--- src/rtl/tmp_pkg.sv ---
`timescale 1ns / 1ps
package tmp_pkg;

  localparam int SPEED_BITS    = 24;
  localparam int POSITION_BITS = 32;
  localparam int TICK_W        = 24;
  localparam int DLY_W         = 16;
  localparam int KIND_W        = 3;
  localparam int CFG_IDX_W     = 3;
  localparam int CFG_W         = SPEED_BITS;
  // plan distance in Q.9 plus sign
  localparam int STEPS_W       = POSITION_BITS + 10;
  localparam int V_W           = SPEED_BITS + 1;
  localparam int OFF_W         = SPEED_BITS + 2;
  localparam int DVS_W         = SPEED_BITS + 2;
  localparam int PROD_W        = TICK_W + V_W;

  localparam logic [TICK_W-1:0] TICK_MAX = {TICK_W{1'b1}};

  typedef enum logic [KIND_W-1:0] {
    KIND_START, KIND_TICK, KIND_PULSE, KIND_STOP, KIND_DISABLE
  } kind_e;

  typedef enum logic [1:0] {ST_ACCEPTED, ST_BUSY, ST_INVALID} status_e;
  typedef enum logic [1:0] {MOTOR_STOPPED, MOTOR_STARTING, MOTOR_MOVING} motor_e;
  typedef enum logic [1:0] {DRV_OFF, DRV_ENABLING, DRV_ON} drv_e;

  typedef enum logic [CFG_IDX_W-1:0] {
    CFG_START_SPEED, CFG_STOP_SPEED, CFG_ACCEL_STEP, CFG_DECEL_STEP,
    CFG_ENABLE_DELAY, CFG_DISABLE_DELAY
  } cfg_idx_e;

  typedef enum logic [2:0] {
    S_IDLE, S_EXEC, S_PLAN, S_CDIV, S_MUL, S_APPLY, S_FDIV, S_RESULT
  } ctrl_state_e;

  typedef enum logic [3:0] {
    CMD_NONE, CMD_LOAD, CMD_EXEC, CMD_STEP, CMD_CDIV_GO, CMD_CDIV_TAKE, CMD_MUL,
    CMD_APPLY, CMD_FDIV_GO, CMD_FDIV_TAKE, CMD_FINAL, CMD_OUT
  } cmd_e;

  typedef struct packed {
    logic is_start;
    logic start_ok;
    logic loop_go;
    logic need_div;
    logic direct_end;
    logic div_done;
  } dp_status_t;

endpackage

--- src/rtl/tmp_div.sv ---
`timescale 1ns / 1ps
module tmp_div import tmp_pkg::*; (
  input  logic               clk_i,
  input  logic               rst_ni,
  input  logic               start_i,
  input  logic [STEPS_W-1:0] dividend_i,
  input  logic [DVS_W-1:0]   divisor_i,
  output logic [STEPS_W-1:0] quotient_o,
  output logic               done_o
);

  localparam int CNT_W = $clog2(STEPS_W);

  logic [DVS_W:0]     rem_q, trial;
  logic [STEPS_W-1:0] quo_q;
  logic [DVS_W-1:0]   dvs_q;
  logic [CNT_W-1:0]   cnt_q;
  logic               busy_q, done_q, fits;

  // restoring, one quotient bit a cycle
  assign trial = {rem_q[DVS_W-1:0], quo_q[STEPS_W-1]};
  assign fits  = trial >= {1'b0, dvs_q};

  always_ff @(posedge clk_i or negedge rst_ni) begin
    if (!rst_ni) begin
      busy_q <= 1'b0;
      done_q <= 1'b0;
      cnt_q  <= '0;
    end else if (start_i) begin
      busy_q <= 1'b1;
      done_q <= 1'b0;
      cnt_q  <= '0;
    end else if (busy_q) begin
      cnt_q <= cnt_q + CNT_W'(1);
      if (cnt_q == CNT_W'(STEPS_W - 1)) begin
        busy_q <= 1'b0;
        done_q <= 1'b1;
      end
    end
  end

  always_ff @(posedge clk_i) begin
    if (start_i) begin
      rem_q <= '0;
      quo_q <= dividend_i;
      dvs_q <= divisor_i;
    end else if (busy_q) begin
      rem_q <= fits ? trial - {1'b0, dvs_q} : trial;
      quo_q <= {quo_q[STEPS_W-2:0], fits};
    end
  end

  assign quotient_o = quo_q;
  assign done_o     = done_q;

endmodule

--- src/rtl/tmp_datapath.sv ---
`timescale 1ns / 1ps
module tmp_datapath import tmp_pkg::*; (
  input  logic                            clk_i,
  input  logic                            rst_ni,
  input  cmd_e                            cmd_i,
  output dp_status_t                      status_o,
  input  logic                            cfg_we_i,
  input  logic [CFG_IDX_W-1:0]            cfg_addr_i,
  input  logic [CFG_W-1:0]                cfg_wdata_i,
  input  logic [KIND_W-1:0]               kind_i,
  input  logic signed [POSITION_BITS-1:0] target_position_i,
  input  logic [SPEED_BITS-1:0]           speed_request_i,
  input  logic [TICK_W-1:0]               move_limit_i,
  output logic [1:0]                      status_code_o,
  output logic                            driver_on_o,
  output logic                            move_on_o,
  output logic [SPEED_BITS-1:0]           speed_out_o,
  output logic                            speed_changed_o,
  output logic signed [POSITION_BITS-1:0] position_now_o,
  output logic [1:0]                      motor_phase_o,
  output logic [1:0]                      driver_phase_o
);

  // configuration
  logic [SPEED_BITS-1:0] start_speed_q, stop_speed_q, accel_q, decel_q;
  logic [DLY_W-1:0]      en_dly_q, dis_dly_q;

  // latched item
  logic [KIND_W-1:0]        kind_q;
  logic [POSITION_BITS-1:0] tgt_q;
  logic [SPEED_BITS-1:0]    req_q;
  logic [TICK_W-1:0]        lim_q;

  // move state
  drv_e                     drv_q, drv_d;
  motor_e                   motor_q, motor_d;
  logic [SPEED_BITS-1:0]    speed_q, speed_d, goal_q, goal_d;
  logic [TICK_W-1:0]        te_q, te_d, tl_q, tl_d, dst_q, dst_d;
  logic [POSITION_BITS-1:0] pos_q, pos_d, pgoal_q, pgoal_d;
  logic                     back_q, back_d;
  logic [DLY_W-1:0]         en_cnt_q, en_cnt_d, dis_cnt_q, dis_cnt_d;
  status_e                  stat_q, stat_d;
  logic                     chg_q, chg_d;

  // planner
  logic signed [STEPS_W-1:0] steps_q, steps_d;
  logic [V_W-1:0]            v_q, v_d;
  logic [OFF_W-1:0]          off_q, off_d;
  logic [TICK_W-1:0]         tm_q, tm_d, na_q, na_d, nd_q, nd_d, n_q, n_d;
  logic [PROD_W-1:0]         prod_q;

  // result register
  status_e                  o_stat_q;
  logic                     o_drv_on_q, o_move_on_q, o_chg_q;
  logic [SPEED_BITS-1:0]    o_speed_q;
  logic [POSITION_BITS-1:0] o_pos_q;
  motor_e                   o_motor_q;
  drv_e                     o_drv_q;

  logic                     busy_w, invalid_w, back_w;
  logic [POSITION_BITS-1:0] dist_w;
  logic signed [OFF_W:0]    d_w;
  logic                     dec_w, loop_go_w, grow_zero_w;
  logic [V_W-1:0]           sub_w;
  logic [SPEED_BITS-1:0]    grow_w, diff_w;
  logic [V_W-1:0]           up_w;
  logic [TICK_W:0]          r_w;
  logic                     div_go, div_done;
  logic [STEPS_W-1:0]       dividend_w, quo_w;
  logic [DVS_W-1:0]         divisor_w;

  assign busy_w    = motor_q != MOTOR_STOPPED;
  assign invalid_w = (lim_q == '0) || (req_q == '0) || (tgt_q == pos_q);
  assign back_w    = $signed(tgt_q) < $signed(pos_q);
  assign dist_w    = back_w ? pos_q - tgt_q : tgt_q - pos_q;

  // one plan step: ramp-down leg while v - off is above the floor
  assign d_w         = $signed({2'b00, v_q}) - $signed({1'b0, off_q});
  assign dec_w       = d_w > $signed({3'b000, stop_speed_q});
  assign sub_w       = dec_w ? d_w[V_W-1:0] : v_q;
  assign grow_w      = dec_w ? decel_q : accel_q;
  assign grow_zero_w = grow_w == '0;
  assign loop_go_w   = (v_q < {1'b0, goal_q}) && !steps_q[STEPS_W-1]
                       && (steps_q != '0) && (tm_q != '0);

  assign status_o.is_start   = kind_e'(kind_q) == KIND_START;
  assign status_o.start_ok   = !busy_w && !invalid_w;
  assign status_o.loop_go    = loop_go_w;
  assign status_o.need_div   = grow_zero_w && (sub_w != '0);
  assign status_o.direct_end = (tm_q == '0) || (v_q == '0);
  assign status_o.div_done   = div_done;

  assign diff_w = speed_q - stop_speed_q;
  assign up_w   = {1'b0, speed_q} + {1'b0, accel_q};
  assign r_w    = {1'b0, na_q} + {1'b0, quo_w[TICK_W-1:0]};

  assign div_go = (cmd_i == CMD_CDIV_GO) || (cmd_i == CMD_FDIV_GO);
  always_comb begin
    if (cmd_i == CMD_CDIV_GO) begin
      dividend_w = steps_q + STEPS_W'(sub_w) - STEPS_W'(1'b1);
      divisor_w  = DVS_W'(sub_w);
    end else begin
      dividend_w = steps_q[STEPS_W-1] ? '0 : steps_q;
      divisor_w  = {v_q, 1'b0};
    end
  end

  tmp_div u_div (
    .clk_i      (clk_i),
    .rst_ni     (rst_ni),
    .start_i    (div_go),
    .dividend_i (dividend_w),
    .divisor_i  (divisor_w),
    .quotient_o (quo_w),
    .done_o     (div_done)
  );

  always_comb begin
    drv_d = drv_q;   motor_d = motor_q; speed_d = speed_q; goal_d = goal_q;
    te_d  = te_q;    tl_d = tl_q;       dst_d = dst_q;     pos_d = pos_q;
    pgoal_d = pgoal_q; back_d = back_q; en_cnt_d = en_cnt_q; dis_cnt_d = dis_cnt_q;
    stat_d = stat_q; chg_d = chg_q;
    steps_d = steps_q; v_d = v_q; off_d = off_q; tm_d = tm_q;
    na_d = na_q; nd_d = nd_q; n_d = n_q;
    unique case (cmd_i)
      CMD_EXEC: begin
        stat_d = ST_ACCEPTED;
        chg_d  = 1'b0;
        unique case (kind_e'(kind_q))
          KIND_START: begin
            if (busy_w) begin
              stat_d = ST_BUSY;
            end else if (invalid_w) begin
              stat_d = ST_INVALID;
            end else begin
              chg_d     = 1'b1;
              back_d    = back_w;
              te_d      = '0;
              tl_d      = lim_q;
              goal_d    = req_q;
              pgoal_d   = tgt_q;
              speed_d   = start_speed_q;
              dis_cnt_d = dis_dly_q;
              steps_d   = STEPS_W'({dist_w, 9'b0});
              v_d       = {1'b0, start_speed_q};
              off_d     = '0;
              tm_d      = lim_q;
              na_d      = '0;
              nd_d      = '0;
              if (drv_q == DRV_OFF) begin
                en_cnt_d = en_dly_q;
                drv_d    = DRV_ENABLING;
              end
              motor_d = MOTOR_STARTING;
            end
          end
          KIND_TICK: begin
            unique case (drv_q)
              DRV_ENABLING: begin
                if (en_cnt_q == '0) drv_d = DRV_ON;
                else en_cnt_d = en_cnt_q - DLY_W'(1);
              end
              DRV_ON: begin
                if (motor_q == MOTOR_STOPPED) begin
                  if (dis_cnt_q != '0) dis_cnt_d = dis_cnt_q - DLY_W'(1);
                  else drv_d = DRV_OFF;
                end else begin
                  motor_d = MOTOR_MOVING;
                  if (te_q > dst_q) begin
                    if (speed_q > stop_speed_q) begin
                      speed_d = (decel_q > diff_w) ? stop_speed_q : speed_q - decel_q;
                      chg_d   = 1'b1;
                    end
                  end else if (speed_q < goal_q) begin
                    speed_d = (up_w > {1'b0, goal_q}) ? goal_q : up_w[SPEED_BITS-1:0];
                    chg_d   = 1'b1;
                  end
                  if (te_q >= tl_q) motor_d = MOTOR_STOPPED;
                  else te_d = te_q + TICK_W'(1);
                end
              end
              default: ;
            endcase
          end
          KIND_PULSE: begin
            if (pos_q != pgoal_q)
              pos_d = back_q ? pos_q - POSITION_BITS'(1) : pos_q + POSITION_BITS'(1);
            else
              motor_d = MOTOR_STOPPED;
          end
          KIND_STOP:    motor_d = MOTOR_STOPPED;
          KIND_DISABLE: drv_d = DRV_OFF;
          default: ;
        endcase
      end
      CMD_STEP: begin
        if (grow_zero_w) begin
          // zero speed with zero growth: the rest of the time goes at once
          na_d = na_q + tm_q;
          tm_d = '0;
        end else begin
          steps_d = steps_q - STEPS_W'(sub_w);
          if (dec_w) begin
            off_d = off_q + OFF_W'(grow_w);
            nd_d  = nd_q + TICK_W'(1);
          end else begin
            v_d  = v_q + V_W'(grow_w);
            na_d = na_q + TICK_W'(1);
          end
          tm_d = tm_q - TICK_W'(1);
        end
      end
      CMD_CDIV_TAKE: begin
        if (|quo_w[STEPS_W-1:TICK_W]) n_d = tm_q;
        else n_d = (quo_w[TICK_W-1:0] < tm_q) ? quo_w[TICK_W-1:0] : tm_q;
      end
      CMD_APPLY: begin
        steps_d = steps_q - prod_q[STEPS_W-1:0];
        if (dec_w) nd_d = nd_q + n_q;
        else na_d = na_q + n_q;
        tm_d = tm_q - n_q;
      end
      CMD_FDIV_TAKE: begin
        if ((|quo_w[STEPS_W-1:TICK_W]) || r_w[TICK_W]) dst_d = TICK_MAX;
        else dst_d = r_w[TICK_W-1:0];
      end
      CMD_FINAL: dst_d = (tm_q == '0) ? tl_q - nd_q : TICK_MAX;
      default: ;
    endcase
  end

  always_ff @(posedge clk_i or negedge rst_ni) begin
    if (!rst_ni) begin
      start_speed_q <= SPEED_BITS'(256);
      stop_speed_q  <= SPEED_BITS'(256);
      accel_q       <= SPEED_BITS'(16);
      decel_q       <= SPEED_BITS'(16);
      en_dly_q      <= DLY_W'(10);
      dis_dly_q     <= DLY_W'(100);
      drv_q         <= DRV_OFF;
      motor_q       <= MOTOR_STOPPED;
      speed_q       <= '0;
      goal_q        <= '0;
      te_q          <= '0;
      tl_q          <= '0;
      dst_q         <= '0;
      pos_q         <= '0;
      pgoal_q       <= '0;
      back_q        <= 1'b0;
      en_cnt_q      <= '0;
      dis_cnt_q     <= '0;
    end else begin
      if (cfg_we_i) begin
        unique case (cfg_idx_e'(cfg_addr_i))
          CFG_START_SPEED:   start_speed_q <= cfg_wdata_i;
          CFG_STOP_SPEED:    stop_speed_q  <= cfg_wdata_i;
          CFG_ACCEL_STEP:    accel_q       <= cfg_wdata_i;
          CFG_DECEL_STEP:    decel_q       <= cfg_wdata_i;
          CFG_ENABLE_DELAY:  en_dly_q      <= cfg_wdata_i[DLY_W-1:0];
          CFG_DISABLE_DELAY: dis_dly_q     <= cfg_wdata_i[DLY_W-1:0];
          default: ;
        endcase
      end
      drv_q     <= drv_d;
      motor_q   <= motor_d;
      speed_q   <= speed_d;
      goal_q    <= goal_d;
      te_q      <= te_d;
      tl_q      <= tl_d;
      dst_q     <= dst_d;
      pos_q     <= pos_d;
      pgoal_q   <= pgoal_d;
      back_q    <= back_d;
      en_cnt_q  <= en_cnt_d;
      dis_cnt_q <= dis_cnt_d;
    end
  end

  always_ff @(posedge clk_i) begin
    if (cmd_i == CMD_LOAD) begin
      kind_q <= kind_i;
      tgt_q  <= target_position_i;
      req_q  <= speed_request_i;
      lim_q  <= move_limit_i;
    end
    stat_q  <= stat_d;
    chg_q   <= chg_d;
    steps_q <= steps_d;
    v_q     <= v_d;
    off_q   <= off_d;
    tm_q    <= tm_d;
    na_q    <= na_d;
    nd_q    <= nd_d;
    n_q     <= n_d;
    if (cmd_i == CMD_MUL) prod_q <= n_q * sub_w;
    if (cmd_i == CMD_OUT) begin
      o_stat_q    <= stat_q;
      o_drv_on_q  <= drv_q == DRV_ON;
      o_move_on_q <= motor_q == MOTOR_MOVING;
      o_speed_q   <= speed_q;
      o_chg_q     <= chg_q;
      o_pos_q     <= pos_q;
      o_motor_q   <= motor_q;
      o_drv_q     <= drv_q;
    end
  end

  assign status_code_o   = o_stat_q;
  assign driver_on_o     = o_drv_on_q;
  assign move_on_o       = o_move_on_q;
  assign speed_out_o     = o_speed_q;
  assign speed_changed_o = o_chg_q;
  assign position_now_o  = o_pos_q;
  assign motor_phase_o   = o_motor_q;
  assign driver_phase_o  = o_drv_q;

endmodule

--- src/rtl/tmp_ctrl.sv ---
`timescale 1ns / 1ps
module tmp_ctrl import tmp_pkg::*; (
  input  logic       clk_i,
  input  logic       rst_ni,
  input  logic       in_valid_i,
  output logic       in_stall_o,
  output logic       out_valid_o,
  input  logic       out_stall_i,
  input  dp_status_t status_i,
  output cmd_e       cmd_o
);

  ctrl_state_e state_q, state_d;
  logic        out_valid_q, out_free;

  assign out_free   = !out_valid_q || !out_stall_i;
  assign in_stall_o = state_q != S_IDLE;

  always_comb begin
    state_d = state_q;
    unique case (state_q)
      S_IDLE:   if (in_valid_i) state_d = S_EXEC;
      S_EXEC:   state_d = (status_i.is_start && status_i.start_ok) ? S_PLAN : S_RESULT;
      S_PLAN: begin
        if (status_i.loop_go) state_d = status_i.need_div ? S_CDIV : S_PLAN;
        else state_d = status_i.direct_end ? S_RESULT : S_FDIV;
      end
      S_CDIV:   if (status_i.div_done) state_d = S_MUL;
      S_MUL:    state_d = S_APPLY;
      S_APPLY:  state_d = S_PLAN;
      S_FDIV:   if (status_i.div_done) state_d = S_RESULT;
      S_RESULT: if (out_free) state_d = S_IDLE;
      default:  state_d = S_IDLE;
    endcase
  end

  always_comb begin
    cmd_o = CMD_NONE;
    unique case (state_q)
      S_IDLE:   if (in_valid_i) cmd_o = CMD_LOAD;
      S_EXEC:   cmd_o = CMD_EXEC;
      S_PLAN: begin
        if (status_i.loop_go) cmd_o = status_i.need_div ? CMD_CDIV_GO : CMD_STEP;
        else cmd_o = status_i.direct_end ? CMD_FINAL : CMD_FDIV_GO;
      end
      S_CDIV:   if (status_i.div_done) cmd_o = CMD_CDIV_TAKE;
      S_MUL:    cmd_o = CMD_MUL;
      S_APPLY:  cmd_o = CMD_APPLY;
      S_FDIV:   if (status_i.div_done) cmd_o = CMD_FDIV_TAKE;
      S_RESULT: if (out_free) cmd_o = CMD_OUT;
      default:  cmd_o = CMD_NONE;
    endcase
  end

  always_ff @(posedge clk_i or negedge rst_ni) begin
    if (!rst_ni) begin
      state_q     <= S_IDLE;
      out_valid_q <= 1'b0;
    end else begin
      state_q <= state_d;
      if (state_q == S_RESULT && out_free) out_valid_q <= 1'b1;
      else if (!out_stall_i) out_valid_q <= 1'b0;
    end
  end

  assign out_valid_o = out_valid_q;

endmodule

--- src/rtl/trapezoid_motion_profiler.sv ---
`timescale 1ns / 1ps
// channel | dir | handshake               | beat
// in      | in  | in_valid_i / in_stall_o  | kind, target_position, speed_request, move_limit
// out     | out | out_valid_o / out_stall_i| status_code .. driver_phase
// cfg     | in  | cfg_we_i                 | cfg_addr_i, cfg_wdata_i
// One beat in, one beat out. Tick, pulse, stop, disable and refused starts pass only the
// execute and result states. An accepted start adds a plan step per ramp step of the plan,
// a divide, multiply and apply per constant-speed span (the divide on the shared 42-step
// serial divider), and a close, with the final divide when the close needs it.
// Reset: stopped, driver off, registers at defaults; no clearing pass.
// A new beat is taken while the previous result still waits in the output register.
module trapezoid_motion_profiler import tmp_pkg::*; (
  input  logic                            clk_i,
  input  logic                            rst_ni,
  input  logic                            cfg_we_i,
  input  logic [CFG_IDX_W-1:0]            cfg_addr_i,
  input  logic [CFG_W-1:0]                cfg_wdata_i,
  input  logic                            in_valid_i,
  output logic                            in_stall_o,
  input  logic [KIND_W-1:0]               kind_i,
  input  logic signed [POSITION_BITS-1:0] target_position_i,
  input  logic [SPEED_BITS-1:0]           speed_request_i,
  input  logic [TICK_W-1:0]               move_limit_i,
  output logic                            out_valid_o,
  input  logic                            out_stall_i,
  output logic [1:0]                      status_code_o,
  output logic                            driver_on_o,
  output logic                            move_on_o,
  output logic [SPEED_BITS-1:0]           speed_out_o,
  output logic                            speed_changed_o,
  output logic signed [POSITION_BITS-1:0] position_now_o,
  output logic [1:0]                      motor_phase_o,
  output logic [1:0]                      driver_phase_o
);

  cmd_e       cmd;
  dp_status_t dp_status;

  tmp_ctrl u_ctrl (
    .clk_i       (clk_i),
    .rst_ni      (rst_ni),
    .in_valid_i  (in_valid_i),
    .in_stall_o  (in_stall_o),
    .out_valid_o (out_valid_o),
    .out_stall_i (out_stall_i),
    .status_i    (dp_status),
    .cmd_o       (cmd)
  );

  tmp_datapath u_dp (
    .clk_i             (clk_i),
    .rst_ni            (rst_ni),
    .cmd_i             (cmd),
    .status_o          (dp_status),
    .cfg_we_i          (cfg_we_i),
    .cfg_addr_i        (cfg_addr_i),
    .cfg_wdata_i       (cfg_wdata_i),
    .kind_i            (kind_i),
    .target_position_i (target_position_i),
    .speed_request_i   (speed_request_i),
    .move_limit_i      (move_limit_i),
    .status_code_o     (status_code_o),
    .driver_on_o       (driver_on_o),
    .move_on_o         (move_on_o),
    .speed_out_o       (speed_out_o),
    .speed_changed_o   (speed_changed_o),
    .position_now_o    (position_now_o),
    .motor_phase_o     (motor_phase_o),
    .driver_phase_o    (driver_phase_o)
  );

endmodule

--- config.mk ---
export PLATFORM = sky130hd
export DESIGN_NAME = trapezoid_motion_profiler
export DESIGN_NICKNAME = d
export VERILOG_FILES = /design/src/rtl/tmp_pkg.sv /design/src/rtl/tmp_div.sv /design/src/rtl/tmp_datapath.sv /design/src/rtl/tmp_ctrl.sv /design/src/rtl/trapezoid_motion_profiler.sv
export SDC_FILE = /design/constraint.sdc
export NUM_CORES = 2
export LEC_CHECK = 0
export ABC_AREA = 1
export BUFFER_PORTS_ARGS = -buffer_cell sky130_fd_sc_hd__buf_2
export CAP_MARGIN = 20
export CORE_ASPECT_RATIO = 1.4
export CORE_MARGIN = 1.5
export CORE_UTILIZATION = 66
export CTS_BUF_LIST = sky130_fd_sc_hd__clkbuf_2
export CTS_CLUSTER_DIAMETER = 60
export DETAILED_ROUTE_END_ITERATION = 10
export PLACE_DENSITY = 0.83
export SYNTH_ARGS = -nofsm -noshare
export SYNTH_HDL_FRONTEND = slang
export SYNTH_SLANG_ARGS = --single-unit
--- constraint.sdc ---
create_clock -name clk_i -period 14.73 [get_ports clk_i]
set_input_delay 2.946 -clock clk_i [delete_from_list [all_inputs] [get_ports clk_i]]
set_output_delay 2.946 -clock clk_i [all_outputs]
set_load 0.005 [all_outputs]
======== Word-level counts from Yosys, hierarchy flattened ========
Cells that the tools add are included.
word-level totals
  bits of input ports ..................... 115
  register bits after elaboration ......... 837
operators by class
  reductions and logical operators ........ 67
  $lt $le $gt $ge ......................... 11
  $add $sub $neg .......................... 28
  multiply operators ...................... 1
  eq/ne operators ......................... 64
  bitwise operators ....................... 3
  muxes and demuxes ....................... 126
operator list
  kind                                                 count
  two-way mux 24 bit                                   30
  two-way mux 42 bit                                   7
  one-hot mux 24 bit (3 select lines)                  3
  two-way mux 25 bit                                   7
  two-way mux 16 bit                                   10
  two-way mux 26 bit                                   6
  one-hot mux 24 bit (2 select lines)                  3
  one-hot mux 42 bit (3 select lines)                  1
  zero test 24 bit                                     4
  subtractor 24 bit                                    4
  adder 24 x 1 -> 24 bit (second input constant)       3
  adder 24 bit                                         3
  greater-than comparator 24 bit                       3
  two-way mux 32 bit                                   2
  one-hot mux 16 bit (2 select lines)                  2
  subtractor 32 bit                                    2
  one-hot mux 26 bit (2 select lines)                  1
  adder 24 x 24 -> 25 bit                              2
  one-hot mux 25 bit (2 select lines)                  1
  less-than comparator 24 bit                          2
  adder 42 x 25 -> 42 bit                              1
  multiplier 24 x 25 -> 42 bit                         1
  nonzero test 42 bit                                  1
  subtractor 42 x 1 -> 42 bit (second input constant)  1
  other kinds (70)                                     200

======== Depth between registers and ports, before layout ========
  word-level depth ........................ 12
  depth in mapped cells ................... 64
  gate-level depth less buffers ........... 62

======== Modules after synthesis ========
Synthesis repeated with hierarchy kept, for this count alone.
unflattened totals
  cells, all modules ...................... 10703
  area total of the unflattened synthesis .. 82635.5 µm²
modules (own cells, without submodules)
  module        times used  area each (µm²)  cells an instance
  tmp_datapath  1           75864.0          9762
  tmp_div       1           6318.6           871
  tmp_ctrl      1           452.9            70

======== Least setup slack after synthesis ========
OpenSTA, ideal clock, no wires.
  kind .................................... reg2reg
  start point ............................. reg u_dp.v_q[0]
  end point ............................... reg u_dp.prod_q[40] (data pin)
  arrival time ............................ 10.032 ns
  required time ........................... 14.471 ns
  clock period less this slack ............ 10.291 ns
  stages on the path, launching flop included .. 61
  buffers on the path ..................... 2
  slack ................................... 4.439 ns
  cell sequence ........................... edfxtp_1 inv_1 ha_1 inv_1 fa_1 nand3_1 nand2_1 a21oi_1 o21ai_0 nand3_1 nand2_1 nand2_1 nand3_1 nand2_1 inv_1 ha_1 nand2_1 nor4_1 [25 not listed] ha_1 a21oi_1 o21ai_0 a21oi_1 o21ai_0 a21oi_1 inv_1 a21oi_1 inv_1 a21oi_1 o21bai_1 nand2_1 nand2_1 a21oi_1 o21ai_0 nand3_1 nand2_1 xor2_1
between the ends
  cells in the longest elaborated chain, start to end .. 4
RTL lines
  item                                      line                 text
  from (decl)                               tmp_datapath.sv:47   logic [V_W-1:0] v_q, v_d;
  from (signal assigned)                    tmp_datapath.sv:289  v_q <= v_d;
  subtractor 25 x 26 -> 27 bit              tmp_datapath.sv:78   assign d_w = $signed({2'b00, v_q}) - $signed({1'b0, off_q});
  greater-than comparator 27 x 25 -> 1 bit  tmp_datapath.sv:79   assign dec_w = d_w > $signed({3'b000, stop_speed_q});
  two-way mux 25 bit *                      tmp_datapath.sv:80   assign sub_w = dec_w ? d_w[V_W-1:0] : v_q;
  multiplier 24 x 25 -> 42 bit *            tmp_datapath.sv:295  if (cmd_i == CMD_MUL) prod_q <= n_q * sub_w;
  to (signal assigned)                      tmp_datapath.sv:295
  to (decl)                                 tmp_datapath.sv:50   logic [PROD_W-1:0] prod_q;
Mark *: on every way between the ends. The rest lies on a longest branch, timed or not.
A chain may end at the register's enable or synchronous reset.

======== Worst setup path after layout ========
  start point ............................. reg u_dp.v_q[0]
  end point ............................... reg u_dp.prod_q[39] (data pin)
Same word-level chain as after synthesis.

==> results.json <==
{
  "wl_um": 286200,
  "cts_tree": "done",
  "area_growth_pct": 5.442,
  "wl_met1_um": 98960,
  "die_h_um": 417.4,
  "cp_num_buf_inv": 14,
  "total_power_mw": 5.088,
  "p_leak_nw": 42.41,
  "grt_max_degree": 162,
  "crit_type": "reg -> reg",
  "gp_congestion": 1.066,
  "hpwl_um": 219300,
  "worstPathArrival_ps": 14660,
  "cp-start-kind": "register",
  "fmax_mhz": 76.36,
  "worstPathMaxFanout": 37,
  "yosys_register_bits": 837,
  "die_width_um": 299.0,
  "yosys.area.top_type": "edfxtp_1",
  "syn-num-nets": 11710,
  "finClkSkew_ps": 153.2,
  "grtUsageTotal": 0.4552,
  "setup_ws_ps": 1635,
  "ios": 182,
  "first_global_vias": 74540,
  "drive_gt1_frac": 0.06638,
  "fin_area_mm2": 0.08538,
  "vdd_ir_drop_max_uv": 115.3,
  "period_share": 0.8890,
  "multiInputGateArea_mm2": 0.05051,
  "synth_top_area_frac": 0.1669,
  "cts_max_level": 4,
  "placed_cell_area_mm2": 0.08330,
  "top_layer_used": "met5",
  "netlist-cell-type-count": 71,
  "clock_latency_ps": 1800,
  "cp.required_ps": 16290,
  "yosysSeqAreaShare": 0.2850,
  "grt_overflow": 0,
  "synth_area_mm2": 0.08097,
  "slew_headroom": 0.1766,
  "synth_edf_count": 450,
  "cts_resized": 0,
  "rsz0062_at_grt": "no",
  "cts_buffers": 201,
  "syn_inst": 10260,
  "drt_iter0_drc": 8392,
  "drv_cap": 0,
  "wl_per_cell_um": 23.44,
  "viasPerCell": 6.203,
  "grt_pass1_wl_um": 429600,
  "wl_met2_um": 129500,
  "die-area_mm2": 0.1248,
  "synth-async-reset-ratio": 0.4313,
  "seqCellArea_mm2": 0.02308,
  "finalSetupViolCount": 0,
  "holdBufCountCts": 0,
  "critPathMaxStageDelay_ps": 600,
  "hold_violations": 0,
  "dp_worst_setup_slack_ps": 1753,
  "placementRows": 151,
  "portBuffers": 181,
  "ant_nets": 0,
  "power_density_mw_per_mm2": 59.60,
  "met3_length_um": 31010,
  "start_util": 0.6676,
  "tightest_slew_ps": 1235,
  "firstDrtPassIters": 9,
  "cts-root-buf": "clkbuf_2",
  "clockBufferDepth": 3,
  "post-route-drc-count": 0,
  "yosys_most_used_dff": "edfxtp_1",
  "fin_nets": 11870,
  "synthTopCellsByArea": "edfxtp_1 (17%), ha_1 (13%), fa_1 (12%)",
  "antenna_found_initial": 11,
  "crit_family": "adder cells",
  "ys_warn_count": 0,
  "post-cts-setup-buffer-count": 0,
  "crit_path_end_kind": "register",
  "cpMaxStageDelayCell": "nand2_2",
  "run_status": "completed",
  "slew_viol_final": 0,
  "coreArea_mm2": 0.1213,
  "fin_crit_ps": 13100,
  "final_util": 0.7039,
  "fin_tns_setup_ps": 0,
  "vias": 75720,
  "clkSinkCount": 837,
  "fillerInstances": 9862,
  "syn_area_per_cell_um2": 7.891,
  "cp_common_cell": "nand2_1",
  "hold_class": "reg -> reg",
  "clk_pin_slew_worst_paths_ps": 140
}
## sequential cells by signal, summed over array words and instances, names as in the netlist, 26 cells and up
name,cells
u_dp.position_now_o,32
u_dp.off_q,26
u_dp.steps_q,42
u_dp.pos_q,32
u_dp.u_div.dvs_q,26
u_dp.tgt_q,32
u_dp.u_div.quotient_o,42
u_dp.prod_q,42
u_dp.pgoal_q,32
u_dp.u_div.rem_q,26
## area by class of cell
type                            instances  area share
Tap cell                             1606     0.02354
Sequential cell                       837      0.2703
Timing Repair Buffer                  285     0.02078
Clock inverter                         91    0.006536
Clock buffer                          283     0.01659
Multi-Input combinational cell       7495      0.5916
Antenna cell                           11   0.0003224
Inverter                             1599     0.07031
## stage by stage
stage	hold WS, ps	std cells
2_1_floorplan	400.3	10260
4_1_cts	430.0	12190
3_5_place_dp	417.3	11820
3_3_place_gp	421.0	11820
5_1_grt	429.0	12200
6_report	431.9	12210
## cells in the final DEF (no fill, tap or decap), drive strengths merged, types with 34 or more instances in the layout
cell    count
o21ai     766
xor2      275
inv      1591
a211oi     34
o22ai      36
a21oi     794
dfrtp     352
edfxtp    450
fa        502
buf       285
nor2      907
clkinv     92
clkbuf    283
nor3       72
nand4     102
o211ai     44
a31oi      58
xnor2     190
ha        829
nor4       57
nand2    2203
nand3     394
## synthesized netlist by cell type, drive strengths merged (102+ instances only)
| cell | number |
|---|---|
| inv | 1587 |
| dfrtp | 352 |
| buf | 109 |
| edfxtp | 450 |
| ha | 829 |
| nor2 | 907 |
| fa | 502 |
| xor2 | 275 |
| nand2 | 2203 |
| a21oi | 794 |
| nand4 | 102 |
| nand3 | 394 |
| o21ai | 766 |
| xnor2 | 190 |
| clkbuf | 221 |
## worst paths after layout
kind | end | depth (start not counted) | startpoint | slack (ps)
max in group asynchronous | u_dp.speed_q[19] | 3 | rst_ni | 11180
max reg2reg | u_dp.prod_q[39] | 57 | u_dp.v_q[0] | 1630
max | u_dp.prod_q[39] | 57 | u_dp.v_q[0] | 1630
min in group asynchronous | u_dp.te_q[17] | 1 | rst_ni | 1230
min reg2reg | u_dp.status_code_o[1] | 0 | u_dp.stat_q[1] | 430
min | u_dp.status_code_o[1] | 0 | u_dp.stat_q[1] | 430
## layer usage
layer,track usage,vias up
met3,0.1080,1312
met5,0,-
met1,0.5328,35740
met2,0.7252,4738
met4,0.3460,8
li1,-,33930
## logic make-up after synthesis
group | synth area share
DFF | 0.2850
and+or+nand+nor | 0.1913
xor gates and xnor gates | 0.05030
muxes | 0.0006181
adders and majority gates | 0.2522
buffers and inverters | 0.09220
AOI/OAI and AO/OA | 0.1283
## where the power goes
| group | internal, mW | leakage [nW] | switching [mW] |
|---|---|---|---|
| sequential | 2.52 | 8.97 | 0.0786 |
| combinational | 0.274 | 32.0 | 0.490 |
| clock | 0.630 | 1.45 | 1.09 |
| total | 3.43 | 42.4 | 1.66 |
(Power assumes the default switching activity.)
